### config.mk
export PLATFORM = sky130hd
export DESIGN_NAME = pbi_control
export DESIGN_NICKNAME = d
export VERILOG_FILES = /design/src/rtl/pbi_pkg.sv /design/src/rtl/pbi_control.sv
export SDC_FILE = /design/constraint.sdc
export NUM_CORES = 1
export LEC_CHECK = 0
export BUFFER_PORTS_ARGS = -buffer_cell sky130_fd_sc_hd__buf_2
export CAP_MARGIN = 5
export CORE_AREA = 4 4 41 43
export DETAILED_ROUTE_END_ITERATION = 12
export DIE_AREA = 0 0 45 47
export PLACE_DENSITY = 0.42
export SLEW_MARGIN = 20
export SYNTH_ARGS = -nofsm -noshare
export SYNTH_HDL_FRONTEND = slang
export SYNTH_SLANG_ARGS = --single-unit
### constraint.sdc
create_clock -name clock -period 1.35 [get_ports clock]
set_clock_uncertainty 0.2 [all_clocks]
set_input_delay 0.2025 -clock clock [delete_from_list [all_inputs] [get_ports clock]]
set_output_delay 0.2025 -clock clock [all_outputs]
set_load 0.05 [all_outputs]
### src/rtl/pbi_pkg.sv
// ----------------------------------------------------------------------------
// pbi_pkg
// shared types for the palette builder and indexer: controller states and the
// command and status groups between controller and datapath
// ----------------------------------------------------------------------------
package pbi_pkg;

   localparam int unsigned COLOR_W = 24;
   localparam int unsigned CHAN_W  = 8;
   localparam int unsigned INDEX_W = 8;

   typedef enum logic [1:0] {
      ST_IDLE,
      ST_SCAN,
      ST_DONE
   } state_type;

   typedef struct packed {
      logic load;
      logic advance;
      logic hit;
      logic commit;
   } cmd_type;

   typedef struct packed {
      logic count_zero;
      logic match;
      logic at_end;
      logic out_free;
   } sts_type;

endpackage

### src/rtl/pbi_control.sv
// ----------------------------------------------------------------------------
// pbi_control
// sequencer for one pixel: accept, scan the palette memory one entry per cycle
// unless the palette is empty, then hand the result to the output register
// ----------------------------------------------------------------------------
module pbi_control
   import pbi_pkg::*;
(
   input  logic    clock,
   input  logic    reset,
   input  logic    req_valid,
   output logic    req_stall,
   input  sts_type sts,
   output cmd_type cmd
);

   state_type state_ff;
   state_type state_in;

   always_ff @(posedge clock) begin
      if (reset) begin
         state_ff <= ST_IDLE;
      end else begin
         state_ff <= state_in;
      end
   end

   always_comb begin
      state_in = state_ff;
      unique case (state_ff)
         ST_IDLE: begin
            if (req_valid) begin
               state_in = sts.count_zero ? ST_DONE : ST_SCAN;
            end
         end
         ST_SCAN: begin
            if (sts.match || sts.at_end) begin
               state_in = ST_DONE;
            end
         end
         ST_DONE: begin
            if (sts.out_free) begin
               state_in = ST_IDLE;
            end
         end
         default: begin
            state_in = ST_IDLE;
         end
      endcase
   end

   always_comb begin
      cmd       = '0;
      req_stall = 1'b1;
      unique case (state_ff)
         ST_IDLE: begin
            req_stall = 1'b0;
            cmd.load  = req_valid;
         end
         ST_SCAN: begin
            cmd.hit     = sts.match;
            cmd.advance = !sts.match && !sts.at_end;
         end
         ST_DONE: begin
            cmd.commit = sts.out_free;
         end
         default: begin
            cmd = '0;
         end
      endcase
   end

   // a scan never starts on an empty palette
   assert property (@(posedge clock) disable iff (reset)
      (state_ff == ST_SCAN) |-> !sts.count_zero)
      else $error("scan with empty palette");

   // commit happens only from the result state
   assert property (@(posedge clock) disable iff (reset)
      cmd.commit |=> (state_ff == ST_IDLE))
      else $error("commit did not return to idle");

   // a hit or end of scan always leads to the result state
   assert property (@(posedge clock) disable iff (reset)
      (cmd.hit || ((state_ff == ST_SCAN) && sts.at_end)) |=> (state_ff == ST_DONE))
      else $error("scan end not followed by result state");

endmodule

==> flow_summary_export.csv, run 1 <==
group,metric,value,unit
logic_synthesis,synth.avg_cell_area,10.59,um^2
worst_setup_path,cp.arrival,1080,ps
drt,wl_met2,211,um
worst_setup_path,critPathMaxStageDelay,350,ps
timing,worst_slew_pin_slew,287.5,ps
logic_synthesis,yosysUniqueCellTypes,11,
clock_network,cts_tree,"done",
worst_setup_path,r2r_cells,4,
floorplan,io_pins,12,
global_routing,track_usage,5.915,%
worst_setup_path,worstReg2RegEnd,"state_ff[0]$_SDFFE_PP0P_",
clock_network,htreeDepth,1,
layout,fin_util,26.25,%
worst_setup_path,timing.rr.start,"state_ff[0]$_SDFFE_PP0P_",
timing,rsz0062_at_grt,"yes",
drt,avgViaCountPerCell,3.957,
logic_synthesis,ys_seq_area_share,29.09,%
layout,area_growth,148.2,%
worst_setup_path,critPathTopFamily,"simple AND/OR/NAND/NOR gates",
floorplan,die-width,45,um
drt,drc_errors,0,
hold_path,hp-class,"input port to flop",
worst_setup_path,worstPathCellList,"or2_4 > nor2_4 > buf_6",
global_routing,grt_pass1_vias,189,
layout,regMostFlops,"state_ff",
drt,routedWlPerCell,11.09,um
pwr,powerDensity,956.2,mW/mm^2
timing,min_period_over_period,109.9,%
global_routing,grt_max_degree,8,
layout,reg_top3,"state_ff x2",
outcome,violations,"negative setup slack",
global_routing,grt_pass1_wl,752,um
timing,setup_violations,4,
clock_network,cts_buffers,3,
clock_network,clkTransAtPathRegs,30,ps
global_routing,grt_overflow,0,
worst_setup_path,required,950,ps
clock_network,clkLatencyLatePin,220,ps
timing,fin_ws,-133.2,ps
place,gp_congestion,0.6807,
logic_synthesis,synthCells,13,
clock_network,cts_buffer_depth,2,
drt,wl_met1,241,um
drt,met3_length,68,um
worst_setup_path,critPathBufInv,1,
timing,hold_slack,67.47,ps
drt,highest_layer,"met3",
drt,vias,186,
logic_synthesis,synth_area,137.6,um^2
logic_synthesis,synth-warning-count,0,
drt,initialDrtViolationCount,2,
floorplan,core,0.001301,mm^2
layout,n_antenna_cell,0,
worst_setup_path,crit_cells,3,
worst_setup_path,critical_path.startpoint,"state_ff[1]$_SDFFE_PP0P_",
outcome,status,"finished with violations",
drt,drtPass1Iterations,2,
pwr,p_leak,0.1649,nW
logic_synthesis,ys_seq_elements,2,
clock_network,cts_root_buffer,"clkbuf_4",
layout,stdcell_count,47,
worst_setup_path,critical_path_class,"flop to output port",
drt,antenna_left,0,
timing,max_slew_margin,80.75,%
worst_setup_path,r2r_setup_slack,60,ps
worst_setup_path,endpoint,"cmd[3]",
logic_synthesis,synth_top_cell_area_share,29.09,%
timing,fmax,674.2,MHz
place,numPortBuffers,11,
run,drv_cap,0,
global_routing,antenna_found_initial,0,
worst_setup_path,worstPathMaxFanout,5,
worst_setup_path,end_kind,"output port",
worst_setup_path,cp-start-kind,"flop",
floorplan,initial_core_util,10.58,%
timing,drv_slew,0,
layout,final_nets,41,
layout,largest_reg_flops,2,
pwr,ir_drop,297.6,uV
floorplan,die_h,47,um
floorplan,die-area,0.002115,mm^2
logic_synthesis,yosys-top-cells-area,"dfxtp_1 (29%), nor4b_4 (17%), and3b_2 (15%)",
floorplan,rows,13,
timing,finalCriticalPeriod,1483,ps
drt,wirelength,521,um
logic_synthesis,synth_nets,20,
logic_synthesis,yosysTopAreaCell,"dfxtp_1",
worst_setup_path,cpMaxStageDelayCell,"dfxtp_4",
layout,layout-drive-gt1-share,81.25,%
clock_network,cts_sinks,2,
place,dpl.cell_count,40,
timing,hold_viol,0,
[worst min-delay path, cell delays in order]
cell,delay (ps)
buf_2,90
o21a_1,110
nor4_1,50
[stage by stage]
stage	setup WS (ps)	power, mW	TNS (ps)	cell area (um^2)
2_1_floorplan	-107.6	0.1369	-246.3	150.1
3_3_place_gp	22.17	0.1612	0	231.5
3_5_place_dp	-1.847	0.1624	-1.847	231.5
4_1_cts	-137.1	0.3178	-444.5	301.5
5_1_grt	-195.4	0.3546	-638.6	341.6
6_report	-133.2	0.3266	-408.9	341.6
[logic make-up (layout without fill, tap and decap cells)]
kind of cell,Yosys count,count (layout),synth area share (%)
and+or+nand+nor,7,7,50.00
buffers and inverters,1,20,2.725
DFF,2,2,29.09
AOI/OAI and AO/OA,3,3,18.19
[report_power, final]
part           leakage (nW)  switching (mW)  internal (mW)
Combinational         0.133          0.0667         0.0574
Sequential           0.0178         0.00641         0.0637
Clock                0.0138          0.0344         0.0981
[worst min-delay path by stage]
stage	start	end	cells after the start
finish	sts[0]	state_ff[1]$_SDFFE_PP0P_	3
detailed placement	reset	state_ff[1]$_SDFFE_PP0P_	2
floorplan	reset	state_ff[1]$_SDFFE_PP0P_	1
global route	sts[0]	state_ff[1]$_SDFFE_PP0P_	3
global placement	reset	state_ff[1]$_SDFFE_PP0P_	2
CTS	sts[0]	state_ff[1]$_SDFFE_PP0P_	3
[Yosys cell counts]
master / n
or2_2: 1
inv_1: 1
nor4b_1: 1
nor2_1: 1
nor4b_4: 1
o21ba_1: 1
nor4_1: 1
o21a_1: 1
a211oi_1: 1
dfxtp_1: 2
and3b_2: 2
[final cells by class]
class	count	area [um^2]
clock buffer	3	22.52
tap	15	18.77
inverter	1	3.754
sequential	2	47.55
fill	146	959.7
multi-input combinational	10	118.9
timing repair buffer	16	130.1
[per-layer routing]
metal | GRT usage, % | vias up
met5 | 0 | -
met1 | 6.335 | 83
li1 | - | 90
met2 | 6.497 | 13
met4 | 5.263 | 0
met3 | 5.747 | 0
[timing repair]
item	in CTS	in global routing
gates resized for setup	10	6
buffers inserted	1	2
endpoints found under the hold margin	1	0
endpoints found under the setup margin	5	5
hold buffers	1	0
pin swaps	2	0
[cells in the final DEF, fill, tap and decap left out]
master,instances
dfxtp_4,2
nor4b_4,2
buf_8,1
nor4_1,1
buf_4,4
dlygate4sd3_1,1
nor2_4,1
buf_2,6
or2_4,1
o21a_1,1
clkbuf_4,3
buf_6,4
and3b_2,2
a211oi_1,1
o21ba_1,1
inv_1,1
(Power assumes the default switching activity.)
==> inputs of run 2 (changes only) <==
--- a/config.mk
+++ b/config.mk
@@ -7,11 +7,14 @@
 export LEC_CHECK = 0
 export BUFFER_PORTS_ARGS = -buffer_cell sky130_fd_sc_hd__buf_2
 export CAP_MARGIN = 5
+export CELL_PAD_IN_SITES_DETAIL_PLACEMENT = 0
+export CELL_PAD_IN_SITES_GLOBAL_PLACEMENT = 1
 export CORE_AREA = 4 4 41 43
 export DETAILED_ROUTE_END_ITERATION = 12
 export DIE_AREA = 0 0 45 47
-export PLACE_DENSITY = 0.42
-export SLEW_MARGIN = 20
+export HOLD_SLACK_MARGIN = 0.15
+export PLACE_DENSITY = 0.51
+export SLEW_MARGIN = 10
 export SYNTH_ARGS = -nofsm -noshare
 export SYNTH_HDL_FRONTEND = slang
 export SYNTH_SLANG_ARGS = --single-unit
==> run 2 against run 1 <==
Net effect: the flow still finishes with violations (negative setup slack); sequential power rose by 3%; via count shrank 7.0%; critical path depth is the same; core utilization decreased by 1.6 points; worst setup slack improved by 16 ps; combinational power fell by 15%; first-iteration DRC count shrank 50%; fmax up 1.1%; hold slack better by 70 ps; clock power is 5% lower; non-clock buffer count down 1; count of clock-buffer cells in the layout unchanged; critical endpoint unchanged; largest power group unchanged; highest routed layer unchanged.
==> flow_summary_export.csv, run 2 (synthesis results as in run 1) <==
group,metric,value,unit
outcome,status,"finished with violations",
outcome,violations,"negative setup slack",
clock_network,cts_setup_buffers,0,
timing,finalCriticalPeriod,1467,ps
clock_network,cts_buffers,3,
drt,antenna_left,0,
layout,reg_top3,"state_ff x2",
timing,min_period_over_period,108.7,%
global_routing,grt_max_degree,8,
layout,fin_util,24.62,%
floorplan,core,0.001301,mm^2
worst_setup_path,timing.rr.start,"state_ff[1]$_SDFFE_PP0P_",
worst_setup_path,worstPathCellList,"or2_4 > nor2_4 > buf_6",
layout,layout_commonest_cell,"buf_2",
clock_network,cts_sinks,2,
drt,initialDrtViolationCount,1,
floorplan,die-width,45,um
clock_network,cts_root_buffer,"clkbuf_4",
hold_path,min_path_cells,3,
clock_network,clkTransAtPathRegs,30,ps
worst_setup_path,critPathMaxStageDelay,350,ps
worst_setup_path,r2r_setup_slack,210,ps
worst_setup_path,end_kind,"output port",
timing,setup-tns-final,-319.4,ps
worst_setup_path,critical_path_class,"flop to output port",
clock_network,cts_buffer_depth,2,
place,dpl.cell_count,40,
hold_path,min_to,"state_ff[1]$_SDFFE_PP0P_",
floorplan,io_pins,12,
timing,worst_slew_pin_slew,295.4,ps
drt,drtPass1Iterations,2,
layout,largest_reg_flops,2,
timing,hold_slack,137.2,ps
layout,stdcell_count,46,
timing,drv_slew,0,
clock_network,clkLatencyLatePin,220,ps
clock_network,cts_tree,"done",
global_routing,grt_pass1_vias,177,
place,pre_cts_slack,7.737,ps
floorplan,die_h,47,um
timing,rsz0062_at_grt,"yes",
worst_setup_path,cp-start-kind,"flop",
timing,hold_viol,0,
layout,n_antenna_cell,0,
run,drv_cap,0,
worst_setup_path,cp.arrival,1060,ps
place,numPortBuffers,11,
clock_network,htreeDepth,1,
drt,avgViaCountPerCell,3.761,
floorplan,initial_core_util,10.58,%
pwr,ir_drop,663.9,uV
hold_path,min_from,"req_valid",
worst_setup_path,worstPathMaxFanout,7,
timing,max_slew_margin,80.03,%
timing,fmax,681.7,MHz
global_routing,antenna_found_initial,0,
drt,vias,173,
timing,fin_ws,-116.9,ps
worst_setup_path,worstReg2RegEnd,"state_ff[0]$_SDFFE_PP0P_",
floorplan,die-area,0.002115,mm^2
worst_setup_path,r2r_cells,3,
place,dpl_cell_area,231.5,um^2
layout,final_nets,40,
floorplan,rows,13,
layout,layout-drive-gt1-share,74.19,%
timing,setup_violations,6,
pwr,p_leak,0.1488,nW
worst_setup_path,required,950,ps
pwr,powerDensity,945.9,mW/mm^2
layout,area_growth,132.7,%
global_routing,track_usage,5.126,%
hold_path,hp-class,"input port to flop",
global_routing,grt_pass1_wl,752,um
global_routing,grt_overflow,0,
pwr,power,303.0,uW
drt,routedWlPerCell,9.261,um
layout,final_area,320.3,um^2
layout,regMostFlops,"state_ff",
place,dpl.hpwl,367.4,um
drt,wirelength,426,um
layout,layout_common_cells,"buf_2 (7), buf_6 (4), clkbuf_4 (3), dlygate4sd3_1 (3)",
drt,drc_errors,0,
place,gp_congestion,0.7151,
worst_setup_path,cpMaxStageDelayCell,"dfxtp_4",
-- run 2: cell type report --
cell class / instances / area [um^2]
fillers: 145 / 980.9
inverters: 1 / 3.754
well taps: 15 / 18.77
multi-input cells: 10 / 110.1
repair buffers: 15 / 117.6
clock buffers: 3 / 22.52
flip-flops and latches: 2 / 47.55
-- run 2: worst max path at each step --
stage,from,endpoint,slack (ps),depth (start not counted)
floorplan,state_ff[1]$_SDFFE_PP0P_,state_ff[1]$_SDFFE_PP0P_,-110,2
global placement,state_ff[0]$_SDFFE_PP0P_,cmd[3],20,3
detailed placement,state_ff[0]$_SDFFE_PP0P_,cmd[3],8,3
CTS,state_ff[1]$_SDFFE_PP0P_,cmd[3],-130,3
global route,state_ff[1]$_SDFFE_PP0P_,cmd[3],-170,3
finish,state_ff[1]$_SDFFE_PP0P_,cmd[3],-120,3
-- run 2: repair_timing --
action	CTS	global route
endpoints found under the hold margin	2	0
setup endpoints to repair	5	7
hold buffers	3	0
pin swaps	2	0
gates resized for setup	10	1
-- run 2: power breakdown --
part           total, mW  internal [mW]  switching [mW]
combinational      0.105         0.0457          0.0592
sequential        0.0720         0.0638         0.00825
clock              0.126         0.0976          0.0284
-- run 2: layer usage --
metal  vias up  GRT usage (%)  wire length, um
met3         0          3.831               65
met2        12          6.497              146
met4         0          1.754                0
met5         -              0                0
li1         88              -                -
met1        73          6.561              214
-- run 2: worst max-delay path: cells and delay by family, from the launching register on --
family / cells / cell delay (ps)
and+or+nand+nor: 2 / 340
buffers and inverters: 1 / 150
DFF: 1 / 350
==> inputs of run 3 (changes only) <==
--- a/config.mk
+++ b/config.mk
@@ -13,7 +13,7 @@
 export DETAILED_ROUTE_END_ITERATION = 12
 export DIE_AREA = 0 0 45 47
 export HOLD_SLACK_MARGIN = 0.15
-export PLACE_DENSITY = 0.51
+export PLACE_DENSITY_LB_ADDON = 0.1
 export SLEW_MARGIN = 10
 export SYNTH_ARGS = -nofsm -noshare
 export SYNTH_HDL_FRONTEND = slang
==> run 3 against run 2 <==
Net effect: the flow still finishes with violations (negative setup slack); worst setup slack got worse by 1.0 ps; critical path depth unchanged; sequential power shrank 1%; critical path type unchanged; power is 3.4% higher; final cell count increased by 4.3%.
==> flow_summary_export.csv, run 3 (synthesis results as in run 1) <==
group,metric,value,unit
outcome,status,"finished with violations",
outcome,violations,"negative setup slack",
timing,setup_violations,5,
layout,multi_input_area,110.1,um^2
run,drv_cap,0,
layout,fin_util,25.96,%
pwr,powerDensity,927.0,mW/mm^2
global_routing,gr-usage-met3,3.448,%
global_routing,met2_usage,7.062,%
floorplan,initial_core_util,10.58,%
floorplan,die_h,47,um
timing,fmax,681.2,MHz
global_routing,grt_overflow,0,
global_routing,track_usage,4.728,%
place,dpl_cell_area,231.5,um^2
worst_setup_path,critical_path_class,"flop to output port",
floorplan,rows,13,
timing,worst_slew_pin_slew,282.4,ps
layout,reg_top3,"state_ff x2",
timing,finalCriticalPeriod,1468,ps
floorplan,core,0.001301,mm^2
global_routing,grt_max_degree,8,
timing,max_slew_margin,81.06,%
clock_network,cts_buffer_depth,2,
timing,drv_slew,0,
clock_network,cts_root_buffer,"clkbuf_4",
timing,min_period_over_period,108.7,%
layout,layout-drive-gt1-share,72.73,%
floorplan,io_pins,12,
layout,n_antenna_cell,0,
worst_setup_path,required,950,ps
clock_network,cts_tree,"done",
drt,antenna_left,0,
clock_network,cts_sinks,2,
drt,drc_errors,0,
drt,initialDrtViolationCount,1,
clock_network,htreeDepth,1,
global_routing,antenna_found_initial,0,
layout,final_area,337.8,um^2
timing,setup-tns-final,-309.3,ps
global_routing,grt_pass1_vias,169,
clock_network,clkLatencyLatePin,220,ps
drt,avgViaCountPerCell,3.667,
timing,fin_ws,-117.9,ps
drt,routedWlPerCell,8.583,um
layout,seq_area,47.55,um^2
worst_setup_path,cp-start-kind,"flop",
timing,hold_viol,0,
pwr,power,313.2,uW
worst_setup_path,cp.arrival,1070,ps
drt,drtPass1Iterations,2,
global_routing,use_met1,4.515,%
global_routing,busiest_layer,"met2",
place,numPortBuffers,11,
pwr,p_leak,0.1584,nW
worst_setup_path,end_kind,"output port",
timing,rsz0062_at_grt,"yes",
clock_network,clkTransAtPathRegs,30,ps
floorplan,die-width,45,um
hold_path,hp-class,"input port to flop",
layout,largest_reg_flops,2,
drt,wirelength,412,um
global_routing,grt_pass1_wl,676,um
clock_network,cts_buffers,3,
layout,num-fill-cells,155,
layout,final_nets,42,
place,gp_congestion,0.5836,
layout,layout_commonest_cell,"buf_2",
floorplan,die-area,0.002115,mm^2
pwr,ir_drop,451.1,uV
layout,regMostFlops,"state_ff",
drt,vias,176,
layout,area_growth,145.5,%
layout,layout_common_cells,"buf_2 (7), dlygate4sd3_1 (4), buf_6 (4)",
worst_setup_path,worstPathMaxFanout,7,
run 3: worst paths after layout:
check,start,to,slack [ps],depth (start not counted)
setup / recovery,state_ff[0]$_SDFFE_PP0P_,cmd[3],-120,3
hold / removal,req_valid,state_ff[0]$_SDFFE_PP0P_,230,3
setup reg to reg,state_ff[1]$_SDFFE_PP0P_,state_ff[0]$_SDFFE_PP0P_,170,3
hold reg to reg,state_ff[0]$_SDFFE_PP0P_,state_ff[1]$_SDFFE_PP0P_,380,2
run 3: timing repair:
action | in CTS | in global routing
endpoints found under the setup margin | 5 | 6
buffers inserted | 1 | 0
resized for setup | 10 | 1
hold buffers | 4 | 0
pin swaps | 2 | 1
endpoints found under the hold margin | 2 | 0
run 3: worst max-delay path, cell delays in order (launching register included):
cell,delay (ps)
dfxtp_4,350
or2_4,260
nor2_4,80
buf_6,160
run 3: per-layer routing:
| metal | vias up | routed length (um) |
|---|---|---|
| met5 | - | 0 |
| met4 | 0 | 0 |
| met3 | 0 | 25 |
| met2 | 4 | 239 |
| met1 | 80 | 147 |
| li1 | 92 | - |
run 3: power breakdown:
group	switching (mW)	internal, mW
sequential	0.00759	0.0638
clock	0.0329	0.0980
combinational	0.0602	0.0508
run 3: through the flow:
| stage | instances | hold slack [ps] | setup WS (ps) |
|---|---|---|---|
| after floorplan | 13 | 71.90 | -107.6 |
| after global placement | 40 | 172.7 | 11.14 |
| after detailed placement | 40 | 177.0 | 5.513 |
| after CTS | 48 | 225.9 | -138.3 |
| after global routing | 48 | 218.0 | -171.7 |
| final | 48 | 229.7 | -117.9 |
run 3: layout make-up:
| type | instances | area share, % |
|---|---|---|
| well taps | 15 | 5.556 |
| inverters | 1 | 1.111 |
| repair buffers | 17 | 40.00 |
| clock buffers | 3 | 6.667 |
| flip-flops and latches | 2 | 14.07 |
| multi-input cells | 10 | 32.59 |
